**config.mk**
```make
export PLATFORM = sky130hd
export DESIGN_NAME = vwp_fifo
export DESIGN_NICKNAME = d
export VERILOG_FILES = /design/src/hw/rtl/vwp_pkg.sv /design/src/hw/rtl/vwp_fifo.sv
export SDC_FILE = /design/constraint.sdc
export NUM_CORES = 1
export LEC_CHECK = 0
export BUFFER_PORTS_ARGS = -buffer_cell sky130_fd_sc_hd__buf_2
export CAP_MARGIN = 0
export CORE_MARGIN = 4
export CORE_UTILIZATION = 40
export CTS_CLUSTER_DIAMETER = 150
export CTS_CLUSTER_SIZE = 8
export DETAILED_ROUTE_END_ITERATION = 8
export GPL_TIMING_DRIVEN = 0
export PLACE_DENSITY = 0.63
export SYNTH_ARGS = -nofsm -noshare
export SYNTH_HDL_FRONTEND = slang
export SYNTH_SLANG_ARGS = --single-unit
```
**constraint.sdc**
```tcl
create_clock -name clk -period 14.6 [get_ports clk]
set_clock_uncertainty 0.15 [all_clocks]
set_input_delay 0 -clock clk [delete_from_list [all_inputs] [get_ports clk]]
set_output_delay 0 -clock clk [all_outputs]
set_load 0.05 [all_outputs]
```
**src/hw/rtl/vwp_pkg.sv**
```systemverilog
// ----------------------------------------------------------------------------
// vwp_pkg: shared types and constants for the vertex window projection
// Field widths, queue item layout, command codes and saturation helper.
// ----------------------------------------------------------------------------
package vwp_pkg;

  localparam int FRAC_BITS_DEF = 16;
  localparam int Q_W           = 32;   // coordinate / coefficient width
  localparam int P_W           = 2 * Q_W;
  localparam int W_W           = Q_W + 1;  // eye w after negation
  localparam int SAT_W         = 72;   // wide accumulator width
  localparam int VP_W          = 14;
  localparam int IDX_W         = 5;
  localparam int COEF_N        = 16;
  localparam int FIFO_DEPTH    = 8;
  localparam int CNT_W         = $clog2(FIFO_DEPTH + 1);
  localparam int CFG_IDX_W     = 4;
  localparam int CFG_DATA_W    = 32;

  typedef enum logic {
    CMD_LOAD    = 1'b0,
    CMD_PROJECT = 1'b1
  } cmd_t;

  localparam logic [CFG_IDX_W-1:0] REG_VP_X = 4'd0;
  localparam logic [CFG_IDX_W-1:0] REG_VP_Y = 4'd1;
  localparam logic [CFG_IDX_W-1:0] REG_VP_W = 4'd2;
  localparam logic [CFG_IDX_W-1:0] REG_VP_H = 4'd3;

  typedef struct packed {
    logic [VP_W-1:0] x;
    logic [VP_W-1:0] y;
    logic [VP_W-1:0] w;
    logic [VP_W-1:0] h;
  } vp_t;

  // one queue entry: a load beat or an eye-space point
  typedef struct packed {
    logic                  load;
    logic [IDX_W-1:0]      idx;
    logic [Q_W-1:0]        value;
    logic [3:0][Q_W-1:0]   eye;
  } q_item_t;

  localparam logic signed [SAT_W-1:0] SAT_MAX = SAT_W'(64'sh7FFF_FFFF);
  localparam logic signed [SAT_W-1:0] SAT_MIN = -SAT_MAX - SAT_W'(1);

  function automatic logic signed [Q_W-1:0] sat32(input logic signed [SAT_W-1:0] v);
    logic signed [Q_W-1:0] r;
    if (v > SAT_MAX) r = SAT_MAX[Q_W-1:0];
    else if (v < SAT_MIN) r = SAT_MIN[Q_W-1:0];
    else r = v[Q_W-1:0];
    return r;
  endfunction

endpackage

```
**src/hw/rtl/vwp_fifo.sv**
```systemverilog
// ----------------------------------------------------------------------------
// vwp_fifo: small register queue
// Decouples the front (modelview) side from the back (projection) side.
// ----------------------------------------------------------------------------
module vwp_fifo #(
  parameter int DEPTH = vwp_pkg::FIFO_DEPTH,
  parameter int W     = $bits(vwp_pkg::q_item_t)
) (
  input  logic                       clk,
  input  logic                       rst_n,
  input  logic                       push,
  input  logic [W-1:0]               wdata,
  input  logic                       pop,
  output logic [W-1:0]               rdata,
  output logic                       empty,
  output logic [$clog2(DEPTH+1)-1:0] count
);
  localparam int PTR_W = (DEPTH > 1) ? $clog2(DEPTH) : 1;
  localparam int C_W   = $clog2(DEPTH + 1);

  logic [W-1:0]     mem_r [DEPTH];
  logic [PTR_W-1:0] wr_ptr_r, rd_ptr_r;
  logic [C_W-1:0]   count_r;

  assign rdata = mem_r[rd_ptr_r];
  assign empty = (count_r == '0);
  assign count = count_r;

  always_ff @(posedge clk) begin
    if (!rst_n) begin
      wr_ptr_r <= '0;
      rd_ptr_r <= '0;
      count_r  <= '0;
    end else begin
      if (push) wr_ptr_r <= (wr_ptr_r == PTR_W'(DEPTH - 1)) ? '0 : wr_ptr_r + 1'b1;
      if (pop)  rd_ptr_r <= (rd_ptr_r == PTR_W'(DEPTH - 1)) ? '0 : rd_ptr_r + 1'b1;
      if (push && !pop) count_r <= count_r + 1'b1;
      else if (pop && !push) count_r <= count_r - 1'b1;
    end
  end

  always_ff @(posedge clk) begin
    if (push) mem_r[wr_ptr_r] <= wdata;
  end
endmodule

```
==> results of run 1 <==
## flip-flops by register name, summed over array words and instances, names as in the netlist, named ones only
name / flops
wr_ptr_r: 3
count: 4
rd_ptr_r: 3
mem_r: 1328
## power by group through the flow
stage | Sequential (mW) | Combinational [mW] | Clock (mW)
after CTS | 4.34 | 0.886 | 3.85
after detailed placement | 4.41 | 0.807 | 0
after floorplan | 4.44 | 0.526 | 0
after global placement | 4.47 | 0.764 | 0
after global routing | 4.34 | 0.924 | 4.03
final | 4.34 | 0.873 | 3.75
## cells by family after synthesis
logic type	after synthesis	share of synthesized area, %
compound gates	8	0.0892
xor+xnor	2	0.0347
fa+ha+maj	8	0.213
buf+inv	97	1.22
flops	1341	79.5
mux	502	18.6
simple gates	33	0.325
## layout make-up
cell class	count	share of cell area (%)
buffer	94	0.947
inverter	3	0.0175
sequential	1341	62.5
multi-input combinational	553	15.2
antenna	8	0.0312
clock buffer	200	7.40
clock inverter	11	0.312
tap	1650	3.21
timing repair buffer	774	10.4
## metal layers
| layer | track usage (%) | vias up | wire length (um) |
|---|---|---|---|
| li1 | - | 10500 | - |
| met4 | 5.58 | 14 | 2280 |
| met2 | 31.3 | 813 | 61100 |
| met5 | 0 | - | 92 |
| met1 | 23.7 | 12900 | 48200 |
| met3 | 4.83 | 173 | 8640 |
## worst reg2reg max path, delay by kind of cell, from the launching register on
| kind | cells | cell delay, ns |
|---|---|---|
| and+or+nand+nor | 2 | 1.00 |
| DFF | 1 | 0.34 |
| buffers and inverters | 7 | 1.34 |
## stage by stage
| step | util, % | setup TNS (ns) |
|---|---|---|
| 2_1_floorplan | - | 0 |
| 3_3_place_gp | 43.3 | -6328.42 |
| 3_5_place_dp | 44.5 | 0 |
| 4_1_cts | 51.2 | 0 |
| 5_1_grt | 51.2 | 0 |
| 6_report | 51.2 | 0 |
## timing repair
| item | in CTS | in global routing |
|---|---|---|
| hold buffers | 339 | 0 |
| endpoints found under the hold margin | 1469 | 0 |
| resized for setup | 0 | 0 |
## cells in the final DEF, fill, tap and decap left out, types with 2 or more instances in the layout
cell              n
buf_16            6
mux2_2          166
buf_4             2
nor3_2            2
and2_1            4
nand2b_1          4
dfxtp_1          13
ha_1              7
a21oi_1           3
nor2_1            2
buf_8             5
nand2_1           7
inv_1             3
mux2i_1           4
buf_2           357
edfxtp_1       1328
buf_1             9
buf_12           43
clkbuf_1         48
o21ai_0           2
nor2b_1           5
clkbuf_16       188
mux4_2          332
inv_16            5
xnor2_1           2
nor2_4            6
dlygate4sd3_1   339
buf_6            70
clkinv_8          4
diode_2           8
## final timing paths
check        slack [ns]  cells after the start      endpoint
max               10.67                      6    rdata[109]
min                0.11                      5   wr_ptr_r[0]
max reg2reg       11.48                      9  mem_r[0][89]
min reg2reg        0.41                      2   rd_ptr_r[1]
==> metrics.txt, run 1 <==
Remaining DRCs 0; CP Data Required Time 14.45 ns; Peak VDD IR 0.000120 V; top_reg_cell synth edfxtp_1; top cell type by total area after synthesis edfxtp_1; Slew @ Worst Pin 1.26 ns; post-CTS setup buffers 0; P_int 6.93 mW; antenna-violating nets left 0; fraction of the cycle the final worst path needs 26.9%; cell area after layout 64200 um^2; # nets final 3130; Initial DRC Count 2093; Final Hold Viols 0; hold_sp push; register clock-pin slew on the reported worst setup and hold paths 0.05 ns; Slew HR 15.9%; largest net degree at the start of global routing 24; worst hold slack 0.112 ns; vias in the first global route 26800; share of layout cells above drive strength 1 40.0%; Mapped Area 50500 um^2; area of the core 125000 um^2; HPWL Detailed 75200 um; Placement Cell Area 55900 um^2; Site Rows 130; H-Tree Level Count 4; PortBufs 340; kind of critical path reg -> out; worst skew pair latency 0.80 ns; synthesized flop and latch total 1341; vias per cell 5.27; Worst Setup End Kind output pin; ordered cell list for the critical path buf_2, clkbuf_1, buf_2, mux4_2, mux2_2, buf_2; CP top delay family buffers and inverters; max incr delay on CP 0.96 ns; clock share of power 41.8%; min Tclk post-route 3.93 ns; clock root buffer master clkbuf_16; Fmax 254 MHz; final wirelength 120000 um; combinational share of power 9.7%; Setup Viol. Count Final 0; Yosys warnings 0; Layout area overhead 27.2%; placed cell count 4076; Non-Filler Instances 4634; most frequent cells after synthesis 1328 x edfxtp_1, 332 x mux4_2, 166 x mux2_2; Routed WL per cell 26.0 um; top-area cell type share of the netlist area 79.0%; GRT Util Overall 18.5%; Synth area leaders edfxtp_1 79%, mux4_2 15%, mux2_2 3.7%, buf_6 0.69%, dfxtp_1 0.52%; number of synthesized flops with an enable pin 1328; Initial Util 40.3%; WP data arrival 3.78 ns; fillers 9626; first-pass GRT wire length 177000 um; leakage power 21.0 nW; Max Fanout on Critical Path 10; die area 132000 um^2; slowest CP cell clkbuf_1; GRT overflow 0; multi-input combinational cell area 9780 um^2; initial antenna violation count 17; sw power 2.04 mW; Power, Total 8.97 mW; startpoint types register; Hold Path Class in -> reg; sw frac 22.7%; Die Ht 363 um; die width 363 um; Async SR Flop Fraction 0%; CTS sink cnt 1341; Worst Slack Setup Final 10.67 ns; WP buf/inv 4; PwrDens 140 nW/um^2; part of the power in registers 48.4%; most frequent CP cell buf_2; cells after synthesis 1991; I/O pin total 341; Slew Limit Fails 0; total number of vias 24400; Worst R2R Start wr_ptr_r[0]; maximum clock path buffer count 3; status finished clean; sequential-to-total area share from yosys stat 79.5%; Syn Nets 2169; number of buffers created by CTS 185; Max Cap Viol 0; syn_area_per_cell 25.4 um^2; DP Worst Slack 11.39 ns; synth unique cells 26; drt pass-1 iters 5; FF/Latch Area 40100 um^2; CTS tree yes; count leader, synth edfxtp_1; RSZ-0062 raised after global routing false; GP Congestion 0.737
(Power assumes the default switching activity.)
==> inputs of run 2 (changes only) <==
Settings changed: PLACE_DENSITY 0.63 to 0.65.
Clock period 14.6 ns to 3.4 ns, I/O delays scaled along.
==> run 2 against run 1 <==
Non-clock buffer count fell by 18; design area rose by 0.45%; flip-flop and latch count did not move; clock power rose to 4.3 times the previous value; highest routed layer unchanged.
==> metrics.txt, run 2 (synthesis results as in run 1) <==
first-pass GRT wire length 176000 um; placed cell count 4058; Die Ht 363 um; drt pass-1 iters 5; min Tclk post-route 3.27 ns; Slew @ Worst Pin 0.910 ns; fraction of the cycle the final worst path needs 96.3%; worst hold stages 4; CTS tree yes; clock root buffer master clkbuf_16; worst hold slack 0.0896 ns; Site Rows 130; HPWL Detailed 75100 um; register clock-pin slew on the reported worst setup and hold paths 0.05 ns; post-CTS setup buffers 0; Worst Slack Setup Final 0.127 ns; worst skew pair latency 0.79 ns; met2 WL post-DR 61200 um; Remaining DRCs 0; Fmax 306 MHz; GP Congestion 0.707; routed wl met3 8110 um; vias per cell 5.29; Setup Viol. Count Final 0; Routed WL per cell 26.0 um; r2r setup slk 0.49 ns; die width 363 um; # nets final 3112; CP Data Required Time 3.25 ns; antenna-violating nets left 0; vias in the first global route 26700; most common cell after layout, fill and taps aside edfxtp_1; WP data arrival 3.12 ns; Placement Cell Area 56000 um^2; die area 132000 um^2; Final Core Density 51.4%; area of the core 125000 um^2; final wirelength 120000 um; Max Cap Viol 0; I/O pin total 341; Largest Register mem_r; PwrDens 599 nW/um^2; Metal-1 WL 48300 um; Max Fanout on Critical Path 10; Worst Setup End Kind output pin; most frequent cells in the layout 1328 x edfxtp_1, 364 x buf_2, 339 x dlygate4sd3_1; PortBufs 340; initial antenna violation count 11; number of buffers created by CTS 185; maximum clock path buffer count 3; Slew Limit Fails 0; leakage power 21.1 nW; cell area after layout 64500 um^2; Hold Path Class in -> reg; FF/Latch Area 40100 um^2; share of layout cells above drive strength 1 40.9%; Slew HR 39.2%; Layout area overhead 27.8%; GRT Util Overall 18.3%; max reg flops 1328; total number of vias 24400; Top Layer Used met5; Initial DRC Count 2244; multi-input combinational cell area 9820 um^2; startpoint types register; GRT overflow 0; kind of critical path reg -> out; H-Tree Level Count 4; status finished clean; Initial Util 40.3%; largest net degree at the start of global routing 25; Non-Filler Instances 4619; Peak VDD IR 0.000603 V; worst reg2reg path depth 8; CTS sink cnt 1341; DP Worst Slack 0.264 ns; Final Hold Viols 0; fillers 9629; RSZ-0062 raised after global routing false
-- run 2: changes by cell type in the layout (fill, tap and decap cells not counted), sizes merged --
cell    previous run  this run
clkinv             6        10
diode              8         6
clkbuf           237       236
buf              492       475
inv                8         9
-- run 2: per-layer routing --
layer,GRT usage (%),up-vias
met5,0,-
met2,30.9,804
met1,23.7,13000
met3,4.90,170
met4,4.76,12
li1,-,10400
-- run 2: per-stage QoR --
| stage | TNS (ns) | total power [mW] |
|---|---|---|
| CTS | 0 | 39.1 |
| detailed placement | 0 | 22.5 |
| global placement | -5147.85 | 22.3 |
| global route | 0 | 40.1 |
| floorplan | -721.07 | 21.3 |
| finish | 0 | 38.6 |
-- run 2: cell type report --
cell class | count | share of cell area, %
multi-input combinational | 553 | 15.2
buffer | 94 | 1.04
timing repair buffer | 756 | 10.5
inverter | 3 | 0.0175
clock inverter | 16 | 0.533
tap | 1650 | 3.20
clock buffer | 200 | 7.26
antenna | 6 | 0.0233
sequential | 1341 | 62.2
-- run 2: where the power goes --
part           internal (mW)  switching [mW]  total, mW
Combinational           1.50            2.30       3.80
Sequential              18.6          0.0876       18.7
Clock                   9.67            6.50       16.2
Total                   29.7            8.88       38.6
-- run 2: critical path, cell delays in order (launching register included) --
cell and delay [ns]:
dfxtp_1 0.47, clkbuf_2 0.56, clkbuf_1 0.62, mux2_2 0.42
buf_2 0.23
-- run 2: final timing paths --
path,to,start
setup reg to reg,mem_r[0][56],wr_ptr_r[0]
setup / recovery,rdata[51],register
hold / removal,wr_ptr_r[1],push
hold reg to reg,rd_ptr_r[1],rd_ptr_r[1]
-- run 2: repair_timing --
action,CTS,global route
hold buffers,339,0
hold endpoints to repair,1840,0
endpoints found under the setup margin,166,5
resized for setup,47,3
